===== src/rtl/processor_grid_factor_split_macros.svh =====
// ----------------------------------------------------------------------------
// processor_grid_factor_split_macros
// Assertion shorthands shared by the grid factor split modules.
// ----------------------------------------------------------------------------
`ifndef PROCESSOR_GRID_FACTOR_SPLIT_MACROS_SVH
`define PROCESSOR_GRID_FACTOR_SPLIT_MACROS_SVH

// Same-cycle implication, held off during reset.
`define PGFS_ASSERT_IMPLY(lbl, clk_s, rst_s, ante, cons, msg) \
  lbl: assert property (@(posedge clk_s) disable iff (rst_s) (ante) |-> (cons)) \
    else $error(msg);

// Next-cycle implication, held off during reset.
`define PGFS_ASSERT_NEXT(lbl, clk_s, rst_s, ante, cons, msg) \
  lbl: assert property (@(posedge clk_s) disable iff (rst_s) (ante) |=> (cons)) \
    else $error(msg);

`endif


===== src/rtl/pgfs_pkg.sv =====
// ----------------------------------------------------------------------------
// pgfs_pkg
// Shared constants, controller states and command/status bundles.
// ----------------------------------------------------------------------------
package pgfs_pkg;

  localparam int MAX_FACTORS_DEF = 16;
  localparam int COUNT_BITS_DEF  = 16;
  localparam int FIELD_W         = 16;
  localparam int NDIM_W          = 2;

  typedef enum logic [5:0] {
    S_IDLE  = 6'b000001,
    S_CHECK = 6'b000010,
    S_DIV   = 6'b000100,
    S_DIST  = 6'b001000,
    S_SORT  = 6'b010000,
    S_OUT   = 6'b100000
  } state_t;

  typedef struct packed {
    logic load;
    logic div_start;
    logic take_factor;
    logic next_p;
    logic put_n;
    logic dist_step;
    logic sort;
  } cmd_t;

  typedef struct packed {
    logic trivial;
    logic n_gt1;
    logic psq_gt_n;
    logic div_done;
    logic rem_zero;
    logic dist_last;
  } status_t;

endpackage


===== src/rtl/pgfs_div.sv =====
// ----------------------------------------------------------------------------
// pgfs_div
// Restoring divider, one quotient bit per cycle.
// ----------------------------------------------------------------------------
module pgfs_div #(
  parameter int W = 16
) (
  input  logic         clk,
  input  logic         rst,
  input  logic         start,
  input  logic [W-1:0] dividend,
  input  logic [W-1:0] divisor,
  output logic         done,
  output logic [W-1:0] quotient,
  output logic [W-1:0] remainder
);

  localparam int CW = $clog2(W + 1);

  logic          busy;
  logic [CW-1:0] cnt;
  logic [W-1:0]  rem;
  logic [W-1:0]  quo;
  logic [W:0]    rem_sh;
  logic [W:0]    rem_diff;
  logic          ge;

  assign rem_sh   = {rem, quo[W-1]};
  assign ge       = rem_sh >= {1'b0, divisor};
  assign rem_diff = rem_sh - {1'b0, divisor};

  always_ff @(posedge clk) begin
    if (rst) begin
      busy <= 1'b0;
      done <= 1'b0;
      cnt  <= '0;
    end else begin
      done <= 1'b0;
      if (start) begin
        busy <= 1'b1;
        cnt  <= CW'(W);
      end else if (busy) begin
        cnt <= cnt - CW'(1);
        if (cnt == CW'(1)) begin
          busy <= 1'b0;
          done <= 1'b1;
        end
      end
    end
  end

  always_ff @(posedge clk) begin
    if (start) begin
      quo <= dividend;
      rem <= '0;
    end else if (busy) begin
      rem <= ge ? rem_diff[W-1:0] : rem_sh[W-1:0];
      quo <= {quo[W-2:0], ge};
    end
  end

  assign quotient  = quo;
  assign remainder = rem;

endmodule


===== src/rtl/pgfs_dp.sv =====
// ----------------------------------------------------------------------------
// pgfs_dp
// Datapath: factor list, trial divisor, slot products and final ranking.
// ----------------------------------------------------------------------------
`include "processor_grid_factor_split_macros.svh"

module pgfs_dp #(
  parameter int MF = 16,
  parameter int CB = 16
) (
  input  logic                                   clk,
  input  logic                                   rst,
  input  pgfs_pkg::cmd_t                         cmd,
  output pgfs_pkg::status_t                      st,
  input  logic [pgfs_pkg::FIELD_W-1:0]           nproc,
  input  logic [pgfs_pkg::NDIM_W-1:0]            ndim,
  input  logic [pgfs_pkg::FIELD_W-1:0]           res_x,
  input  logic [pgfs_pkg::FIELD_W-1:0]           res_y,
  input  logic [pgfs_pkg::FIELD_W-1:0]           res_z,
  output logic [pgfs_pkg::FIELD_W-1:0]           dis_x,
  output logic [pgfs_pkg::FIELD_W-1:0]           dis_y,
  output logic [pgfs_pkg::FIELD_W-1:0]           dis_z
);

  import pgfs_pkg::*;

  localparam int IW = $clog2(MF);
  localparam int FW = $clog2(MF + 1);
  localparam int PW = CB + 2;

  function automatic logic [FIELD_W-1:0] to_field(input logic [CB-1:0] v);
    logic [CB+FIELD_W-1:0] e;
    e = {{FIELD_W{1'b0}}, v};
    return e[FIELD_W-1:0];
  endfunction

  logic [CB-1:0]      n;
  logic [CB-1:0]      p;
  logic [PW-1:0]      psq;
  logic [CB-1:0]      fac [MF];
  logic [FW-1:0]      nfact;
  logic [1:0]         act;
  logic               dim3;
  logic               trivial;
  logic [FIELD_W-1:0] res [3];
  logic [CB-1:0]      dis [3];
  logic [FW-1:0]      k;
  logic [1:0]         j;

  logic                  div_done;
  logic [CB-1:0]         quo;
  logic [CB-1:0]         rem;

  // Load-side decode.
  logic [CB+FIELD_W-1:0] n_ext;
  logic [CB-1:0]         n_in;
  logic                  dim3_in;
  logic [1:0]            act_in;

  assign n_ext   = {{CB{1'b0}}, nproc};
  assign n_in    = n_ext[CB-1:0];
  assign dim3_in = ndim == 2'b11;

  always_comb begin
    act_in = 2'd0;
    if (res_x != FIELD_W'(1)) act_in = act_in + 2'd1;
    if (res_y != FIELD_W'(1)) act_in = act_in + 2'd1;
    if (dim3_in && res_z != FIELD_W'(1)) act_in = act_in + 2'd1;
  end

  // Factor insertion; a full list folds the factor into its last entry.
  logic [CB-1:0]   fval;
  logic [2*CB-1:0] fold;
  logic            full;

  assign fval = cmd.put_n ? n : p;
  assign fold = fac[MF-1] * fval;
  assign full = nfact == FW'(MF);

  // Slot selection while spreading factors.
  logic [FW-1:0]   act_w;
  logic [FW-1:0]   surplus;
  logic [FW-1:0]   tail_off;
  logic [1:0]      slot;
  logic            use_rr;
  logic [CB-1:0]   fac_k;
  logic [2*CB-1:0] dmul;

  assign act_w    = FW'(act);
  assign surplus  = nfact - act_w;
  assign tail_off = k - surplus;
  assign fac_k    = fac[k[IW-1:0]];

  always_comb begin
    use_rr = 1'b0;
    if (act_w >= nfact) begin
      slot = k[1:0];
    end else if (k >= surplus) begin
      slot = tail_off[1:0];
    end else begin
      slot   = j;
      use_rr = 1'b1;
    end
  end

  assign dmul = dis[slot] * fac_k;

  // Stable ranks of resolutions and of slot counts; smallest to smallest.
  logic [1:0]    rr [3];
  logic [1:0]    rd [3];
  logic [CB-1:0] sv [3];
  logic [2:0]    a;

  assign a = {dim3, 2'b11};

  always_comb begin
    for (int i = 0; i < 3; i++) begin
      rr[i] = 2'd0;
      rd[i] = 2'd0;
      for (int m = 0; m < 3; m++) begin
        if (m != i && a[m] && a[i]) begin
          if (res[m] < res[i] || (res[m] == res[i] && m < i)) rr[i] = rr[i] + 2'd1;
          if (dis[m] < dis[i] || (dis[m] == dis[i] && m < i)) rd[i] = rd[i] + 2'd1;
        end
      end
    end
    for (int i = 0; i < 3; i++) begin
      sv[i] = CB'(1);
      for (int m = 0; m < 3; m++) begin
        if (a[m] && a[i] && rd[m] == rr[i]) sv[i] = dis[m];
      end
    end
  end

  pgfs_div #(.W(CB)) u_div (
    .clk       (clk),
    .rst       (rst),
    .start     (cmd.div_start),
    .dividend  (n),
    .divisor   (p),
    .done      (div_done),
    .quotient  (quo),
    .remainder (rem)
  );

  always_ff @(posedge clk) begin
    if (rst) begin
      nfact <= '0;
      k     <= '0;
      j     <= 2'd0;
    end else if (cmd.load) begin
      nfact <= '0;
      k     <= '0;
      j     <= 2'd0;
    end else begin
      if ((cmd.take_factor || cmd.put_n) && !full) nfact <= nfact + FW'(1);
      if (cmd.dist_step) begin
        k <= k + FW'(1);
        if (use_rr) j <= (j + 2'd1 == act) ? 2'd0 : j + 2'd1;
      end
    end
  end

  always_ff @(posedge clk) begin
    if (cmd.load) begin
      n       <= n_in;
      p       <= CB'(2);
      psq     <= PW'(4);
      act     <= act_in;
      dim3    <= dim3_in;
      trivial <= (n_in <= CB'(1)) || (act_in == 2'd0);
      res[0]  <= res_x;
      res[1]  <= res_y;
      res[2]  <= dim3_in ? res_z : FIELD_W'(1);
      for (int i = 0; i < 3; i++) dis[i] <= CB'(1);
    end else begin
      if (cmd.take_factor || cmd.put_n) begin
        if (full) fac[MF-1] <= fold[CB-1:0];
        else      fac[nfact[IW-1:0]] <= fval;
      end
      if (cmd.take_factor) n <= quo;
      if (cmd.put_n)       n <= CB'(1);
      if (cmd.next_p) begin
        p   <= p + CB'(1);
        psq <= psq + PW'({p, 1'b1});
      end
      if (cmd.dist_step) dis[slot] <= dmul[CB-1:0];
    end
  end

  always_ff @(posedge clk) begin
    if (cmd.sort) begin
      dis_x <= to_field(sv[0]);
      dis_y <= to_field(sv[1]);
      dis_z <= dim3 ? to_field(sv[2]) : FIELD_W'(1);
    end
  end

  assign st.trivial   = trivial;
  assign st.n_gt1     = n > CB'(1);
  assign st.psq_gt_n  = psq > PW'(n);
  assign st.div_done  = div_done;
  assign st.rem_zero  = rem == '0;
  assign st.dist_last = k + FW'(1) == nfact;

  `PGFS_ASSERT_IMPLY(a_dist_in_list, clk, rst, cmd.dist_step, k < nfact, "spread past factor list")
  `PGFS_ASSERT_IMPLY(a_nfact_bound, clk, rst, 1'b1, nfact <= FW'(MF), "factor count overflow")

endmodule


===== src/rtl/pgfs_ctrl.sv =====
// ----------------------------------------------------------------------------
// pgfs_ctrl
// Controller: sequences load, trial division, spreading, ranking, output.
// ----------------------------------------------------------------------------
`include "processor_grid_factor_split_macros.svh"

module pgfs_ctrl (
  input  logic              clk,
  input  logic              rst,
  input  logic              in_valid,
  output logic              in_stall,
  output logic              out_valid,
  input  logic              out_stall,
  input  pgfs_pkg::status_t st,
  output pgfs_pkg::cmd_t    cmd
);

  import pgfs_pkg::*;

  state_t state;
  state_t state_next;

  always_ff @(posedge clk) begin
    if (rst) state <= S_IDLE;
    else     state <= state_next;
  end

  always_comb begin
    state_next = state;
    cmd        = '0;
    case (state)
      S_IDLE: begin
        if (in_valid) begin
          cmd.load   = 1'b1;
          state_next = S_CHECK;
        end
      end
      S_CHECK: begin
        if (st.trivial) begin
          state_next = S_SORT;
        end else if (!st.n_gt1) begin
          state_next = S_DIST;
        end else if (st.psq_gt_n) begin
          cmd.put_n  = 1'b1;
          state_next = S_DIST;
        end else begin
          cmd.div_start = 1'b1;
          state_next    = S_DIV;
        end
      end
      S_DIV: begin
        if (st.div_done) begin
          if (st.rem_zero) cmd.take_factor = 1'b1;
          else             cmd.next_p      = 1'b1;
          state_next = S_CHECK;
        end
      end
      S_DIST: begin
        cmd.dist_step = 1'b1;
        if (st.dist_last) state_next = S_SORT;
      end
      S_SORT: begin
        cmd.sort   = 1'b1;
        state_next = S_OUT;
      end
      S_OUT: begin
        if (!out_stall) state_next = S_IDLE;
      end
      default: state_next = S_IDLE;
    endcase
  end

  assign in_stall  = state != S_IDLE;
  assign out_valid = state == S_OUT;

  `PGFS_ASSERT_NEXT(a_div_wait, clk, rst, cmd.div_start, state == S_DIV, "divide not awaited")
  `PGFS_ASSERT_IMPLY(a_done_in_div, clk, rst, st.div_done, state == S_DIV, "stray divide done")
  `PGFS_ASSERT_NEXT(a_sort_shows, clk, rst, cmd.sort, out_valid, "ranked result not shown")

endmodule


===== src/rtl/processor_grid_factor_split.sv =====
// ----------------------------------------------------------------------------
// processor_grid_factor_split
// Splits a processor count over a 2- or 3-axis grid by prime factors.
// ----------------------------------------------------------------------------
// One request in, one beat out. The count is factored by trial division on a
// single bit-serial divider. Trials run up to the larger of the second-largest
// prime factor and the square root of the largest. Trivial requests (count
// below two or no unfrozen axis) go straight from the check to ranking. One
// request is in flight at a time: in_stall stays high from acceptance until the
// result beat is taken. Axes with resolution 1 are frozen; ndim values other
// than 3 mean two axes and dis_z then reads 1.
// ----------------------------------------------------------------------------
module processor_grid_factor_split #(
  parameter int MAX_FACTORS = pgfs_pkg::MAX_FACTORS_DEF,
  parameter int COUNT_BITS  = pgfs_pkg::COUNT_BITS_DEF
) (
  input  logic                         clk,
  input  logic                         rst,
  input  logic                         in_valid,
  output logic                         in_stall,
  input  logic [pgfs_pkg::FIELD_W-1:0] nproc,
  input  logic [pgfs_pkg::NDIM_W-1:0]  ndim,
  input  logic [pgfs_pkg::FIELD_W-1:0] res_x,
  input  logic [pgfs_pkg::FIELD_W-1:0] res_y,
  input  logic [pgfs_pkg::FIELD_W-1:0] res_z,
  output logic                         out_valid,
  input  logic                         out_stall,
  output logic [pgfs_pkg::FIELD_W-1:0] dis_x,
  output logic [pgfs_pkg::FIELD_W-1:0] dis_y,
  output logic [pgfs_pkg::FIELD_W-1:0] dis_z
);

  import pgfs_pkg::*;

  cmd_t    cmd;
  status_t st;

  // Sequence the request: load, factor, spread over slots, rank, hold beat.
  pgfs_ctrl u_ctrl (
    .clk       (clk),
    .rst       (rst),
    .in_valid  (in_valid),
    .in_stall  (in_stall),
    .out_valid (out_valid),
    .out_stall (out_stall),
    .st        (st),
    .cmd       (cmd)
  );

  // Hold operands, factor list and slot products; drive the result beat.
  pgfs_dp #(
    .MF (MAX_FACTORS),
    .CB (COUNT_BITS)
  ) u_dp (
    .clk   (clk),
    .rst   (rst),
    .cmd   (cmd),
    .st    (st),
    .nproc (nproc),
    .ndim  (ndim),
    .res_x (res_x),
    .res_y (res_y),
    .res_z (res_z),
    .dis_x (dis_x),
    .dis_y (dis_y),
    .dis_z (dis_z)
  );

endmodule

===== config.mk =====
export PLATFORM = sky130hd
export DESIGN_NAME = processor_grid_factor_split
export DESIGN_NICKNAME = d
export VERILOG_FILES = /design/src/rtl/pgfs_pkg.sv /design/src/rtl/pgfs_div.sv /design/src/rtl/pgfs_dp.sv /design/src/rtl/pgfs_ctrl.sv /design/src/rtl/processor_grid_factor_split.sv
export VERILOG_INCLUDE_DIRS = /design/src /design/src/rtl
export SDC_FILE = /design/constraint.sdc
export NUM_CORES = 2
export LEC_CHECK = 0
export BUFFER_PORTS_ARGS = -buffer_cell sky130_fd_sc_hd__buf_4
export CAP_MARGIN = 40
export CORE_ASPECT_RATIO = 1.1
export CORE_MARGIN = 1
export CORE_UTILIZATION = 65
export DETAILED_ROUTE_END_ITERATION = 7
export MAX_ROUTING_LAYER = met4
export PLACE_DENSITY = 0.83
export SLEW_MARGIN = 15
export SYNTH_ARGS = -nofsm -noshare
export SYNTH_HDL_FRONTEND = slang
export SYNTH_HIERARCHICAL = 1
export SYNTH_SLANG_ARGS = --single-unit

===== constraint.sdc =====
create_clock -name clk -period 12.8 [get_ports clk]
set_input_delay 0 -clock clk [delete_from_list [all_inputs] [get_ports clk]]
set_output_delay 0 -clock clk [all_outputs]
set_load 0.05 [all_outputs]

==> flow_metrics.env <==
export IMPL_slew_limit_headroom=0.3750
export IMPL_synth_edf_count=452
export IMPL_place_inst=3874
export IMPL_final_antenna_net_count=0
export IMPL_arrival_ps=10060
export IMPL_seq_area_frac_synth=0.4306
export IMPL_final_common_cell="edfxtp_1"
export IMPL_grt_overflow_total=0
export IMPL_ys_ff_latch=531
export IMPL_post_cts_buffers=0
export IMPL_synth_fp_nets=3586
export IMPL_final_cell_mix="edfxtp_1, inv_1, ha_1, nor2_1, nand2_1"
export IMPL_worst_path_largest_cell_delay_ps=800
export IMPL_fin_worst_skew_ps=38.08
export IMPL_antenna_found_initial=0
export IMPL_hold_viol=0
export IMPL_report_final_slew_viol_count=0
export IMPL_drtIter0Drc=2542
export IMPL_clk_pin_slew_ps=60
export IMPL_fp_dieArea_um2=55090
export IMPL_core_um2=53560
export IMPL_grt_use_total=0.3582
export IMPL_dpl_worst_slack_ps=3210
export IMPL_seq_power_share=0.335
export IMPL_rows=89
export IMPL_critPathSlowestCell="mux2i_1"
export IMPL_hold_class="input pin to flip-flop"
export IMPL_leakagePower_nw=16.06
export IMPL_fin_crit_sh=0.7570
export IMPL_synth_top_flop_cell="edfxtp_1"
export IMPL_cp_end_kind="flip-flop"
export IMPL_area_delta_synth_final_pct=12.72
export IMPL_netlist_area_um2=35200
export IMPL_synth_avg_cell_area_um2=11.39
export IMPL_initial_core_util=0.6571
export IMPL_post_route_min_period_ps=9690
export IMPL_async_flop_share=0
export IMPL_cts_root_buffer="clkbuf_16"
export IMPL_maxCapViolCount=0
export IMPL_drive_gt1_frac=0.1307
export IMPL_vdd_drop_max_uv=358.2
export IMPL_cts_buffer_depth=3
export IMPL_crit_fanout=12
export IMPL_die_y_um=246.1
export IMPL_gp_congestion=0.9866
export IMPL_grt_pass1_wl_um=147200
export IMPL_grt_pass1_vias=26710
export IMPL_startpoint_type="flip-flop"
export IMPL_setup_viol=0
export IMPL_p_per_area_nw_per_um2=164.7
export IMPL_fin_cells=4063
export IMPL_nets=3789
export IMPL_critPathKind="flip-flop to flip-flop"
export IMPL_grt_max_degree=60
export IMPL_synth_distinct_cells=92
export IMPL_h_tree_depth=2
export IMPL_cts_resized=0
export IMPL_ff2ff_setup_slack_ps=3110
export IMPL_clock_latency_ps=640
export IMPL_dr_pass1_iters=6
export IMPL_synth_warnings=6
export IMPL_fmax_mhz=103.2
export IMPL_vias=25390
export IMPL_synth_top_area_frac=0.3856
export IMPL_drc_errors=0
export IMPL_numCtsBuffers=54
export IMPL_die_x_um=223.9
export IMPL_status="finished, final reports clean"
export IMPL_syn_inst=3090
export IMPL_antennaDiodeCount=0
export IMPL_sw_frac_of_total=0.3748
export IMPL_switching_power_w=0.002449
export IMPL_wl_per_cell_um=22.94
export IMPL_portBuffers=119
export IMPL_hpwlAfterDp_um=64000
export IMPL_worst_slack_ps=3110
export IMPL_finalSetupTns_ps=0
export IMPL_worst_pin_slew_ps=911.4
export IMPL_synthTopCellsByArea="edfxtp_1, ha_1, fa_1"
export IMPL_clkPwrFrac=0.247
export IMPL_viasPerCell=6.250
export IMPL_intPower_w=0.004085
export IMPL_drt_wl_total_um=93210
export IMPL_cts_tree="yes"
export IMPL_rsz0062_at_grt="no"
export IMPL_required_ps=13170
export IMPL_ios=120
export IMPL_power_frac_comb=0.419
export IMPL_postCtsHoldBufs=85
export IMPL_synth_area_leader_cell="edfxtp_1"
export IMPL_clock_sink_count=531
==> power by group through the flow <==
| stage | Sequential, W | Combinational (W) | Clock [W] |
|---|---|---|---|
| global placement | 0.00222 | 0.00257 | 0 |
| CTS | 0.00218 | 0.00270 | 0.00163 |
| floorplan | 0.00217 | 0.00199 | 0 |
| detailed placement | 0.00222 | 0.00266 | 0 |
| global route | 0.00220 | 0.00303 | 0.00170 |
| finish | 0.00219 | 0.00274 | 0.00161 |
==> sequential cells by signal, indices dropped and copies added (netlist names), 2 cells and up, named ones only <==
name	count
u_dp/j	2
u_dp/n	16
u_dp/dis_z	16
u_dp/res	48
u_ctrl/state	6
u_dp/u_div/quotient	16
u_dp/act	2
u_dp/u_div/cnt	5
u_dp/p	16
u_dp/dis	64
u_dp/k	5
u_dp/dis_y	16
u_dp/dis_x	16
u_dp/fac	256
u_dp/u_div/remainder	16
u_dp/psq	18
u_dp/nfact	5
==> worst max-delay path: cells and delay by family, from the launching register on <==
family,cells,cell delay [ps]
adder cells (fa/ha/maj),10,4080
multiplexers,2,1230
AO/OA/AOI/OAI,4,1160
AND/OR/NAND/NOR,5,1030
XOR/XNOR,3,840
buffers and inverters,7,640
flip-flops,1,450
==> area by class of cell <==
cell class	instances	area [um^2]
clock buffer	68	1424
clock inverter	30	372.9
fill	3482	13890
inverter	397	1490
multi-input combinational	2045	18080
sequential	531	15160
tap	728	910.9
timing repair buffer	264	2237
==> per-stage QoR <==
stage | total power [W] | cell area [um^2] | hold slack (ps) | util
CTS | 0.006513 | 39610 | 80.62 | 0.7395
global placement | 0.004788 | 36870 | 188.0 | 0.6884
finish | 0.006535 | 39670 | 108.8 | 0.7407
global route | 0.006923 | 39670 | 98.52 | 0.7407
floorplan | 0.004155 | 35200 | 69.07 | -
detailed placement | 0.004879 | 36960 | 189.5 | 0.6901
==> cell families after synthesis <==
group | share of synthesized area
AOI/OAI and AO/OA | 0.09228
buffers and inverters | 0.05784
and+or+nand+nor | 0.1157
adders and majority gates | 0.1862
xor gates and xnor gates | 0.04045
muxes | 0.07696
DFF | 0.4306
==> layer usage <==
layer,up-vias,track usage,share of wire
met3,329,0.04317,0.067
met5,-,-,0
met4,0,0.1632,0.048
met1,12490,0.4182,0.38
li1,11340,-,-
met2,1243,0.6208,0.51
==> cells in the mapped netlist, drive strengths merged, types with 7 or more instances <==
master,count
ha,263
inv,395
and3,28
a311oi,11
nand2b,19
dfxtp,79
nor2,236
and2,71
a21oi,118
buf,37
nor3,40
or2,9
o21ai,83
a21o,30
a221o,15
a21boi,9
nand4,31
xnor2,99
o21a,38
nand3,57
fa,163
nand2,220
o211ai,16
edfxtp,452
clkbuf,80
a22o,17
a22oi,31
a211oi,15
xor2,48
a221oi,9
o21bai,13
nor2b,47
mux2i,49
o311ai,7
mux2,43
nor4,42
mux4,75
==> path summary, 6_finish.rpt <==
path                     startpoint                end  depth (start not counted)
setup / recovery      u_dp/nfact[0]    u_dp/dis[0][15]                         31
hold / removal              ndim[0]        u_dp/act[1]                          5
setup reg to reg      u_dp/nfact[0]    u_dp/dis[0][15]                         31
hold reg to reg   u_dp/u_div/cnt[1]  u_dp/u_div/cnt[1]                          2
No activity file was read; power rests on OpenSTA's default activity.
